## config.mk

```make
export PLATFORM = sky130hd
export DESIGN_NAME = button_hold_mode_selector_core_flat
export DESIGN_NICKNAME = d
export VERILOG_FILES = /design/src/sv/bhms_pkg.sv /design/src/sv/bhms_if.sv /design/src/sv/bhms_cfg.sv /design/src/sv/bhms_hold.sv /design/src/sv/button_hold_mode_selector_core.sv /design/src/flat_wrapper.sv
export SDC_FILE = /design/constraint.sdc
export NUM_CORES = 1
export LEC_CHECK = 0
export BUFFER_PORTS_ARGS = -buffer_cell sky130_fd_sc_hd__buf_4
export CORE_UTILIZATION = 45
export CTS_BUF_LIST = sky130_fd_sc_hd__clkbuf_4
export CTS_CLUSTER_DIAMETER = 40
export DETAILED_ROUTE_END_ITERATION = 12
export GPL_ROUTABILITY_DRIVEN = 0
export PLACE_DENSITY = 0.7
export SKIP_CTS_REPAIR_TIMING = 1
export SLEW_MARGIN = 20
export SYNTH_ARGS = -nofsm -noshare
export SYNTH_HDL_FRONTEND = slang
export SYNTH_SLANG_ARGS = --single-unit
export TNS_END_PERCENT = 100
```

## constraint.sdc

```tcl
create_clock -name i_clk -period 4.5 [get_ports i_clk]
set_input_delay 0 -clock i_clk [delete_from_list [all_inputs] [get_ports i_clk]]
set_output_delay 0 -clock i_clk [all_outputs]
set_load 0.03 [all_outputs]
```

## src/sv/bhms_pkg.sv

```systemverilog
// shared types, constants and helpers for the button hold mode selector
`default_nettype none

package bhms_pkg;

    localparam int HOLD_COUNT_BITS_DEF = 16;
    localparam int THR_W               = 16;
    localparam int CFG_DATA_W          = 32;
    localparam int CFG_ADDR_W          = 3;

    localparam logic [THR_W-1:0] SHORT_HOLD_RESET = 16'd50;
    localparam logic [THR_W-1:0] LONG_HOLD_RESET  = 16'd1000;

    typedef enum logic [0:0] {
        CMD_TICK = 1'b0,
        CMD_LINK = 1'b1
    } t_cmd;

    typedef enum logic [2:0] {
        MODE_IDLE        = 3'd0,
        MODE_LINKED      = 3'd1,
        MODE_BLACK       = 3'd2,
        MODE_IDENTIFY    = 3'd3,
        MODE_DARK_ORANGE = 3'd4,
        MODE_ORANGE      = 3'd5,
        MODE_AMBIENT     = 3'd6,
        MODE_WHITE       = 3'd7
    } t_mode;

    typedef enum logic [0:0] {
        REG_SHORT_HOLD = 1'b0,
        REG_LONG_HOLD  = 1'b1
    } t_reg_idx;

    typedef struct packed {
        logic [THR_W-1:0] short_hold;
        logic [THR_W-1:0] long_hold;
    } t_cfg;

    typedef struct packed {
        logic active;
        logic release_handled;
        logic long_fired;
    } t_hold_status;

    // display mode cycle on a short release
    function automatic t_mode next_mode(input t_mode m);
        t_mode r;
        unique case (m)
            MODE_IDENTIFY:    r = MODE_DARK_ORANGE;
            MODE_DARK_ORANGE: r = MODE_ORANGE;
            MODE_ORANGE:      r = MODE_AMBIENT;
            MODE_AMBIENT:     r = MODE_WHITE;
            default:          r = MODE_IDENTIFY;
        endcase
        return r;
    endfunction

endpackage

`default_nettype wire

```

## src/sv/bhms_if.sv

```systemverilog
// item and result channel interfaces
`default_nettype none

interface bhms_item_if;
    logic valid;
    logic ready;
    logic cmd;
    logic button_pressed;

    modport source (output valid, output cmd, output button_pressed, input ready);
    modport sink   (input valid, input cmd, input button_pressed, output ready);
endinterface

interface bhms_result_if;
    logic       valid;
    logic       ready;
    logic [2:0] mode;
    logic       mode_changed;

    modport source (output valid, output mode, output mode_changed, input ready);
    modport sink   (input valid, input mode, input mode_changed, output ready);
endinterface

`default_nettype wire

```

## src/sv/bhms_cfg.sv

```systemverilog
// apb register block for the hold thresholds
`default_nettype none

module bhms_cfg import bhms_pkg::*; (
    input  logic                  i_clk,
    input  logic                  i_rst_n,
    input  logic                  psel,
    input  logic                  penable,
    input  logic                  pwrite,
    input  logic [CFG_ADDR_W-1:0] paddr,
    input  logic [CFG_DATA_W-1:0] pwdata,
    output logic [CFG_DATA_W-1:0] prdata,
    output logic                  pready,
    output t_cfg                  o_cfg
);

    logic [THR_W-1:0] r_short_hold;
    logic [THR_W-1:0] r_long_hold;
    logic             wr_en;
    t_reg_idx         reg_idx;

    assign wr_en   = psel && penable && pwrite;
    assign reg_idx = t_reg_idx'(paddr[2]);
    assign pready  = 1'b1;

    always_ff @(posedge i_clk) begin
        if (!i_rst_n) begin
            r_short_hold <= SHORT_HOLD_RESET;
            r_long_hold  <= LONG_HOLD_RESET;
        end else if (wr_en) begin
            unique case (reg_idx)
                REG_SHORT_HOLD: r_short_hold <= pwdata[THR_W-1:0];
                REG_LONG_HOLD:  r_long_hold  <= pwdata[THR_W-1:0];
                default:        r_short_hold <= r_short_hold;
            endcase
        end
    end

    always_comb begin
        unique case (reg_idx)
            REG_SHORT_HOLD: prdata = {{(CFG_DATA_W-THR_W){1'b0}}, r_short_hold};
            REG_LONG_HOLD:  prdata = {{(CFG_DATA_W-THR_W){1'b0}}, r_long_hold};
            default:        prdata = '0;
        endcase
    end

    assign o_cfg.short_hold = r_short_hold;
    assign o_cfg.long_hold  = r_long_hold;

endmodule

`default_nettype wire

```

## src/sv/bhms_hold.sv

```systemverilog
// hold counter, press/release tracking and mode state
`default_nettype none

module bhms_hold import bhms_pkg::*; #(
    parameter int HOLD_COUNT_BITS = HOLD_COUNT_BITS_DEF
) (
    input  logic         i_clk,
    input  logic         i_rst_n,
    input  logic         i_step,
    input  logic         i_cmd,
    input  logic         i_pressed,
    input  t_cfg         i_cfg,
    output t_mode        o_mode,
    output logic         o_changed,
    output t_hold_status o_status
);

    localparam int CMP_W = (HOLD_COUNT_BITS > THR_W) ? HOLD_COUNT_BITS : THR_W;

    logic [HOLD_COUNT_BITS-1:0] r_count, n_count;
    logic                       r_active, n_active;
    logic                       r_rel, n_rel;
    logic                       r_long, n_long;
    t_mode                      r_mode, n_mode;

    logic [HOLD_COUNT_BITS-1:0] cnt_inc;
    logic [HOLD_COUNT_BITS-1:0] cnt_eval;
    logic                       long_hit;
    logic                       short_hit;
    logic                       fire;

    always_comb begin
        cnt_inc = (r_active && (r_count != {HOLD_COUNT_BITS{1'b1}}))
                ? r_count + {{(HOLD_COUNT_BITS-1){1'b0}}, 1'b1} : r_count;
        cnt_eval  = (i_pressed && !r_active) ? '0 : cnt_inc;
        long_hit  = CMP_W'(cnt_eval) >= CMP_W'(i_cfg.long_hold);
        short_hit = CMP_W'(cnt_eval) >= CMP_W'(i_cfg.short_hold);
    end

    always_comb begin
        n_count  = r_count;
        n_active = r_active;
        n_rel    = r_rel;
        n_long   = r_long;
        n_mode   = r_mode;
        fire     = 1'b0;
        if (t_cmd'(i_cmd) == CMD_LINK) begin
            n_mode = MODE_LINKED;
        end else begin
            n_count = cnt_eval;
            if (i_pressed) begin
                if (!r_active) begin
                    n_active = 1'b1;
                    n_rel    = 1'b0;
                end
                if (long_hit && !r_long) begin
                    fire   = 1'b1;
                    n_long = 1'b1;
                end
            end else begin
                if (r_active && !r_rel) begin
                    if (r_long) begin
                        n_long = 1'b0;
                    end else begin
                        fire = 1'b1;
                    end
                    n_rel = 1'b1;
                end
                n_active = 1'b0;
            end
            if (fire) begin
                priority if (long_hit) begin
                    n_mode = MODE_BLACK;
                end else if (short_hit) begin
                    n_mode = next_mode(r_mode);
                end else begin
                    n_mode = r_mode;
                end
            end
        end
    end

    always_ff @(posedge i_clk) begin
        if (!i_rst_n) begin
            r_count  <= '0;
            r_active <= 1'b0;
            r_rel    <= 1'b0;
            r_long   <= 1'b0;
            r_mode   <= MODE_IDLE;
        end else if (i_step) begin
            r_count  <= n_count;
            r_active <= n_active;
            r_rel    <= n_rel;
            r_long   <= n_long;
            r_mode   <= n_mode;
        end
    end

    assign o_mode                   = n_mode;
    assign o_changed                = n_mode != r_mode;
    assign o_status.active          = r_active;
    assign o_status.release_handled = r_rel;
    assign o_status.long_fired      = r_long;

endmodule

`default_nettype wire

```

## src/sv/button_hold_mode_selector_core.sv

```systemverilog
// top level: input register, hold/mode update, result register and apb config
// path: an accepted item is held in the input register, then its result in the result register
// throughput: one item per cycle while the result side is ready; a stalled result
// holds the input register and so the input ready
// reset: synchronous active low; clears hold state, mode to idle, thresholds
// to 50 and 1000 ticks, and empties both registers
`default_nettype none

module button_hold_mode_selector_core import bhms_pkg::*; #(
    parameter int HOLD_COUNT_BITS = HOLD_COUNT_BITS_DEF
) (
    input  logic                  i_clk,
    input  logic                  i_rst_n,
    bhms_item_if.sink             i_item,
    bhms_result_if.source         o_result,
    input  logic                  psel,
    input  logic                  penable,
    input  logic                  pwrite,
    input  logic [CFG_ADDR_W-1:0] paddr,
    input  logic [CFG_DATA_W-1:0] pwdata,
    output logic [CFG_DATA_W-1:0] prdata,
    output logic                  pready
);

    logic         r_in_valid;
    logic         r_in_cmd;
    logic         r_in_pressed;
    logic         r_out_valid;
    t_mode        r_out_mode;
    logic         r_out_changed;

    logic         advance;
    logic         step;
    t_cfg         cfg;
    t_mode        core_mode;
    logic         core_changed;
    t_hold_status status;

    assign advance      = !r_out_valid || o_result.ready;
    assign step         = r_in_valid && advance;
    assign i_item.ready = !r_in_valid || advance;

    bhms_cfg u_cfg (
        .i_clk   (i_clk),
        .i_rst_n (i_rst_n),
        .psel    (psel),
        .penable (penable),
        .pwrite  (pwrite),
        .paddr   (paddr),
        .pwdata  (pwdata),
        .prdata  (prdata),
        .pready  (pready),
        .o_cfg   (cfg)
    );

    bhms_hold #(
        .HOLD_COUNT_BITS (HOLD_COUNT_BITS)
    ) u_hold (
        .i_clk     (i_clk),
        .i_rst_n   (i_rst_n),
        .i_step    (step),
        .i_cmd     (r_in_cmd),
        .i_pressed (r_in_pressed),
        .i_cfg     (cfg),
        .o_mode    (core_mode),
        .o_changed (core_changed),
        .o_status  (status)
    );

    always_ff @(posedge i_clk) begin
        if (!i_rst_n) begin
            r_in_valid <= 1'b0;
        end else if (i_item.ready) begin
            r_in_valid <= i_item.valid;
        end
    end

    always_ff @(posedge i_clk) begin
        if (i_item.ready && i_item.valid) begin
            r_in_cmd     <= i_item.cmd;
            r_in_pressed <= i_item.button_pressed;
        end
    end

    always_ff @(posedge i_clk) begin
        if (!i_rst_n) begin
            r_out_valid <= 1'b0;
        end else if (advance) begin
            r_out_valid <= r_in_valid;
        end
    end

    always_ff @(posedge i_clk) begin
        if (step) begin
            r_out_mode    <= core_mode;
            r_out_changed <= core_changed;
        end
    end

    assign o_result.valid        = r_out_valid;
    assign o_result.mode         = r_out_mode;
    assign o_result.mode_changed = r_out_changed;

    a_long_needs_active: assert property (@(posedge i_clk) disable iff (!i_rst_n)
        status.long_fired |-> status.active)
        else $error("long event flag set without an active press");

    a_active_not_released: assert property (@(posedge i_clk) disable iff (!i_rst_n)
        status.active |-> !status.release_handled)
        else $error("active press already marked as released");

    a_step_fills_output: assert property (@(posedge i_clk) disable iff (!i_rst_n)
        step |=> r_out_valid)
        else $error("processed item did not reach the result register");

endmodule

`default_nettype wire

```

## src/flat_wrapper.sv

```systemverilog
// flat-port wrapper written by rule: the top's interface ports become plain ports
module button_hold_mode_selector_core_flat import bhms_pkg::*;
#(
    parameter int HOLD_COUNT_BITS = HOLD_COUNT_BITS_DEF
)
  (i_clk, i_rst_n, psel, penable, pwrite, paddr, pwdata, prdata, pready, i_item_valid, i_item_cmd, i_item_button_pressed, i_item_ready, o_result_valid, o_result_mode, o_result_mode_changed, o_result_ready);
  bhms_item_if i_item_i ();
  bhms_result_if o_result_i ();
  input  logic i_clk;
  input  logic i_rst_n;
  input  logic psel;
  input  logic penable;
  input  logic pwrite;
  input  logic [CFG_ADDR_W-1:0] paddr;
  input  logic [CFG_DATA_W-1:0] pwdata;
  output logic [CFG_DATA_W-1:0] prdata;
  output logic pready;
  input wire logic [$bits(i_item_i.valid)-1:0] i_item_valid;
  input wire logic [$bits(i_item_i.cmd)-1:0] i_item_cmd;
  input wire logic [$bits(i_item_i.button_pressed)-1:0] i_item_button_pressed;
  output wire logic [$bits(i_item_i.ready)-1:0] i_item_ready;
  output wire logic [$bits(o_result_i.valid)-1:0] o_result_valid;
  output wire logic [$bits(o_result_i.mode)-1:0] o_result_mode;
  output wire logic [$bits(o_result_i.mode_changed)-1:0] o_result_mode_changed;
  input wire logic [$bits(o_result_i.ready)-1:0] o_result_ready;
  assign i_item_i.valid = i_item_valid;
  assign i_item_i.cmd = i_item_cmd;
  assign i_item_i.button_pressed = i_item_button_pressed;
  assign i_item_ready = i_item_i.ready;
  assign o_result_valid = o_result_i.valid;
  assign o_result_mode = o_result_i.mode;
  assign o_result_mode_changed = o_result_i.mode_changed;
  assign o_result_i.ready = o_result_ready;
  button_hold_mode_selector_core #(.HOLD_COUNT_BITS(HOLD_COUNT_BITS)) u_core (.i_clk(i_clk), .i_rst_n(i_rst_n), .i_item(i_item_i), .o_result(o_result_i), .psel(psel), .penable(penable), .pwrite(pwrite), .paddr(paddr), .pwdata(pwdata), .prdata(prdata), .pready(pready));
endmodule
```

Yosys cells after proc, flatten, opt, wreduce, memory -nomap -nowiden
Index checks and enable logic that the tools add are counted.
{ "word_totals": {"regBits": 62, "inputBits": 44, "word_cells": 67} }
{ "op_classes": {"n_addsub": 1, "order_cmp": 2, "eq_ne": 8, "mux": 20, "bitwise": 2, "n_reduce_logical": 21} }
{ "ops": {"columns": ["operator", "n"], "rows": [
  ["$pmux W32 S2", 1],
  ["$ge A16 B16 Y1", 2],
  ["$mux W16", 2],
  ["$add A16 B1 Y16 const B", 1],
  ["$ne A16 B16 Y1 const B", 1],
  ["$mux W1", 12],
  ["$mux W3", 4],
  ["$pmux W3 S4", 1],
  ["$eq A3 B3 Y1 const B", 3],
  ["$logic_and A1 B1 Y1", 8],
  ["$reduce_and A4 Y1", 2],
  ["$reduce_and A2 Y1", 3],
  ["$logic_not A1 Y1", 5],
  ["$ne A2 B2 Y1 const B", 2],
  ["$eq A3 B2 Y1 const B", 1],
  ["$ne A3 B3 Y1", 1],
  ["$logic_or A1 B1 Y1", 2],
  ["$not A1 Y1", 2],
  ["$reduce_bool A2 Y1", 1]
]} }

Logic depth before layout (Yosys ltp)
{ "logic_depth": {"word_depth": 12, "depth_mapped": 16} }

Cells and area by module
Synthesis repeated with hierarchy kept, for this count alone.
{ "unflattened": {"hier_cells": 517, "hier_area_um2": 4385.5} }
{ "modules_own_cells": {"columns": ["module", "instances", "cells_per_inst", "area_each_um2", "seq_area_each_um2"], "rows": [
  ["bhms_hold", 1, 333, 2463.6, 440.4],
  ["bhms_cfg", 1, 169, 1637.8, 640.6],
  ["button_hold_mode_selector_core", 1, 15, 284.0, 220.2]
]} }

Least setup slack after synthesis
No wires, ideal clock.
{ "synth_timing": {"path_kind": "reg2reg", "start": "reg u_core.u_hold.r_count[0]", "end": "reg u_core.r_out_changed (netlist: u_core.o_result.mode_changed), data pin", "arrival_time_ps": 3429, "slack_ps": 891, "stages_incl_launch_ff": 16, "period_less_slack_ps": 3609, "cell_sequence": "dfxtp_1 > ha_1 > nand2_1 > or2_1 > a2111oi_4 > nand3_1 > xor2_1 > nor2_1 > ha_1 > nand4_1 > nor4_1 > a31oi_1 > a311oi_4 > a31oi_1 > o21a_1 > o41ai_2"} }
{ "synth_via": {"elab_chain_cells": 12, "elab_cells_between_ends": 16, "cone_classes": "1 x add/sub; 2 x order compare; 2 x eq/ne; 9 x mux; 2 x reduce/logical"} }
{ "synth_lines": {"columns": ["item", "line_no", "source"], "rows": [
  ["start: declaration", "bhms_hold.sv:20", "logic [HOLD_COUNT_BITS-1:0] r_count, n_count;"],
  ["start signal: assignment", "bhms_hold.sv:91", "r_count <= n_count;"],
  ["branches (longest 2 deep; another with $add A16 B1 Y16)", null, null],
  ["$mux W16 (*)", "bhms_hold.sv:34", "? r_count + {{(HOLD_COUNT_BITS-1){1'b0}}, 1'b1} : r_count;"],
  ["$mux W16 (*)", "bhms_hold.sv:35", "cnt_eval = (i_pressed && !r_active) ? '0 : cnt_inc;"],
  ["net u_core.u_hold.cnt_eval[12]", "bhms_hold.sv:27", "logic [HOLD_COUNT_BITS-1:0] cnt_eval;"],
  ["$ge A16 B16 Y1", "bhms_hold.sv:36", "long_hit = CMP_W'(cnt_eval) >= CMP_W'(i_cfg.long_hold);"],
  ["$logic_and A1 B1 Y1", "bhms_hold.sv:56", "if (long_hit && !r_long) begin"],
  ["$mux W1", "bhms_hold.sv:56", null],
  ["$mux W1", "bhms_hold.sv:51", "if (i_pressed) begin"],
  ["$mux W1", "bhms_hold.sv:47", "if (t_cmd'(i_cmd) == CMD_LINK) begin"],
  ["$mux W3 (*)", "bhms_hold.sv:71", "if (fire) begin"],
  ["$mux W3 (*)", "bhms_hold.sv:47", null],
  ["$ne A3 B3 Y1 (*)", "bhms_hold.sv:100", "assign o_changed = n_mode != r_mode;"],
  ["net u_core.core_changed", "button_hold_mode_selector_core.sv:36", "logic core_changed;"],
  ["end signal: assignment", "button_hold_mode_selector_core.sv:96", "r_out_changed <= core_changed;"],
  ["end: declaration", "button_hold_mode_selector_core.sv:30", "logic r_out_changed;"]
]} }
Mark *: on every way through the listed nets, which the timed path passes. The select of a mux whose other input is x is not followed.
A chain may end at the register's enable or synchronous reset.

Final worst setup path
Same ends and word-level chain as after synthesis.

==> impl_metrics.sql <==
INSERT INTO impl_metrics (metric_group, metric, value, unit) VALUES
('sta', 'achievable-frequency', '0.238', 'GHz'),
('sta', 'period_needed', '4190', 'ps'),
('synthesis', 'post_synth_top_flop', 'sky130_fd_sc_hd__dfxtp_1', ''),
('worst_setup_path', 'critical_path.max_stage_delay', '510', 'ps'),
('synthesis', 'yosys-top-cells-count', 'sky130_fd_sc_hd__nand2_1 (113), sky130_fd_sc_hd__dfxtp_1 (56), sky130_fd_sc_hd__a21oi_1 (52)', ''),
('power', 'max_ir_drop_vdd', '0.140', 'mV'),
('routing', 'detail_route_met3_wl', '465', 'um'),
('synthesis', 'syn-instance-count', '523', ''),
('clock_tree', 'tritoncts', 'done', ''),
('synthesis', 'synth-warning-count', '0', ''),
('global_routing', 'groute.usage.overall', '22.0', '%'),
('sta', 'worstMarginPinSlew', '668', 'ps'),
('synthesis', 'post_synthesis_average_cell_area', '7.57', 'um^2'),
('worst_setup_path', 'cp_cell_sequence', 'ha_1 > nand2_1 > nor4_2 > a21o_2 > or4_4 > xnor2_1 > nor2_1 > ha_1 > nand4_1 > nor4_1 > a31oi_2 > a311oi_4 > buf_4 > a21oi_1 > a211o_1 > o41ai_2', ''),
('clock_tree', 'cts_made_buffers', '9', ''),
('global_routing', 'first_global_vias', '3305', ''),
('finish', 'final_core_util', '56.8', '%'),
('clock_tree', 'clock_sink_count', '62', ''),
('worst_setup_path', 'timing.critical_path.arrival', '4450', 'ps'),
('routing', 'drt_pass1_iterations', '4', ''),
('routing', 'wl_met1', '4420', 'um'),
('sta', 'grt_setup_unrepaired', 'no', ''),
('sta', 'holdWs', '49.7', 'ps'),
('routing', 'ant_nets', '0', ''),
('global_routing', 'grt_max_degree', '35', ''),
('power', 'leakagePower', '1.89', 'nW'),
('worst_setup_path', 'timing.critical_path.to_type', 'flop', ''),
('synthesis', 'async_s_r_ff_share_synth', '0', '%'),
('sta', 'finalHoldViolations', '0', ''),
('routing', 'finalWirelength', '9520', 'um'),
('power', 'power-per-cell-area', '236', 'nW/um^2'),
('routing', 'via_per_inst', '5.33', ''),
('worst_setup_path', 'worstSetupStartpointType', 'flop', ''),
('finish', 'number_of_antenna_repair_diodes', '0', ''),
('synthesis', 'synth.cell_area', '3960', 'um^2'),
('outcome', 'status', 'completed', ''),
('global_routing', 'number_of_antenna_violations_at_the_first_check_in_global_routing', '0', ''),
('min_path', 'hold_class', 'primary input to flop', ''),
('synthesis', 'synth-edff-count', '6', ''),
('synthesis', 'yosysUniqueCellTypes', '53', ''),
('die', 'die_area', '9170', 'um^2'),
('finish', 'growth_of_design_area_from_synthesis_to_finish', '20.2', '%'),
('sta', 'totalNegativeSetupSlack', '0', 'ps'),
('finish', 'layout.filler_cells', '759', ''),
('routing', 'routed-via-count', '3747', ''),
('placement', 'place_ws', '271', 'ps'),
('die', 'initial_utilization', '47.2', '%'),
('synthesis', 'flip_flop_and_latch_count_after_synthesis', '62', ''),
('synthesis', 'synth_top_cell_area_share', '28.3', '%'),
('worst_setup_path', 'critical-path-top-delay-family', 'simple AND/OR/NAND/NOR gates', ''),
('sta', 'setup_slack', '306', 'ps'),
('clock_tree', 'cts-htree-levels', '3', ''),
('die', 'core', '8380', 'um^2'),
('clock_tree', 'root_buffer', 'sky130_fd_sc_hd__clkbuf_4', ''),
('clock_tree', 'clk_pin_slew', '120', 'ps'),
('sta', 'clock_skew', '19.0', 'ps'),
('die', 'dieHeight', '95.8', 'um'),
('routing', 'drc_errors', '0', ''),
('routing', 'dr_wl_met2', '4410', 'um'),
('global_routing', 'globalRouteOverflowTotal', '0', ''),
('die', 'floorplan.io_pins', '83', ''),
('synthesis', 'synthDominantAreaCellType', 'sky130_fd_sc_hd__dfxtp_1', ''),
('flow_run', 'cap_violations', '0', ''),
('worst_setup_path', 'critPathRequiredTime', '4750', 'ps'),
('finish', 'layout.cells.non_filler', '703', ''),
('clock_tree', 'clkLatencyLatePin', '420', 'ps'),
('placement', 'place.detailed.instances', '662', ''),
('worst_setup_path', 'startpoint', 'u_core.u_hold.r_count[0]', ''),
('die', 'placementRows', '33', ''),
('power', 'total_power', '1.12', 'mW'),
('routing', 'routedWlPerCell', '13.5', 'um');
==> where the power goes <==
part           total [mW]  switching, mW  internal (mW)
clock network       0.378          0.209          0.169
logic               0.168          0.105         0.0624
registers           0.578        0.00844          0.570
==> flip-flops by register name, summed over array words and instances (netlist names) <==
register	count
u_core.u_hold.r_rel	1
u_core.r_in_pressed	1
u_core.o_result.valid	1
u_core.u_cfg.r_short_hold	16
u_core.r_in_cmd	1
u_core.o_result.mode	3
u_core.u_hold.r_mode	3
u_core.u_hold.r_count	16
u_core.u_cfg.r_long_hold	16
u_core.u_hold.r_long	1
u_core.o_result.mode_changed	1
u_core.r_in_valid	1
u_core.u_hold.r_active	1
==> placed cells by master, fill, tap and decap left out, drive strengths merged, types with 3 or more instances in the layout <==
cell type    synthesis  layout
nand2b              10      10
o21ai               35      35
and3                 3       3
nand2              113     113
or3                  3       3
o211ai               9       9
dfxtp               56      56
or4                  6       6
a21oi               53      53
buf                 19      54
nor2                31      31
nor3                 3       3
dlygate4sd3          0      26
o32ai                5       5
a31oi                7       7
nand4                9       9
conb                 2      17
clkbuf              16      10
nor4                 4       4
xnor2                4       4
xor2                 8       8
nor2b                6       6
edfxtp               6       6
nand3               16      16
ha                  33      33
inv                 41      41
==> tightest hold or removal path: stages <==
cell and delay, ps:
sky130_fd_sc_hd__buf_4 110, sky130_fd_sc_hd__nand3_1 90, sky130_fd_sc_hd__nor2_1 100, sky130_fd_sc_hd__nand2_1 80, sky130_fd_sc_hd__a21oi_1 50
==> cell type report <==
| class | instances | area [um^2] | area share (%) |
|---|---|---|---|
| sequential | 62 | 1300 | 27.3 |
| clock buffer | 10 | 75.1 | 1.58 |
| multi-input combinational | 400 | 2380 | 50.0 |
| timing repair buffer | 80 | 666 | 14.0 |
| clock inverter | 5 | 52.6 | 1.10 |
| tap | 105 | 131 | 2.76 |
| inverter | 41 | 154 | 3.23 |
==> logic make-up after synthesis <==
group	synth area share (%)
muxes	0.537
xor gates and xnor gates	2.66
adders and majority gates	10.4
AOI/OAI and AO/OA	20.2
and+or+nand+nor	24.2
buffers and inverters	8.82
other	0.190
DFF	32.9
==> how the worst min path moves through the flow <==
stage,startpoint,endpoint,slack (ps),depth (start not counted)
2_1_floorplan,i_item_cmd,u_core.r_in_cmd,100,0
3_3_place_gp,i_item_cmd,u_core.r_in_cmd,180,1
6_report,penable,u_core.u_cfg.r_short_hold[2],50,5
3_5_place_dp,i_item_cmd,u_core.r_in_cmd,180,1
5_1_grt,penable,u_core.u_cfg.r_short_hold[2],80,5
4_1_cts,i_item_cmd,u_core.r_in_cmd,-260,1
==> routing by layer <==
| metal | vias to the layer above | global-route usage (%) |
|---|---|---|
| met5 | - | 0 |
| met4 | 0 | 9.58 |
| met1 | 1706 | 28.2 |
| met2 | 103 | 35.4 |
| li1 | 1922 | - |
| met3 | 16 | 4.82 |
No activity file was read; power rests on OpenSTA's default activity.
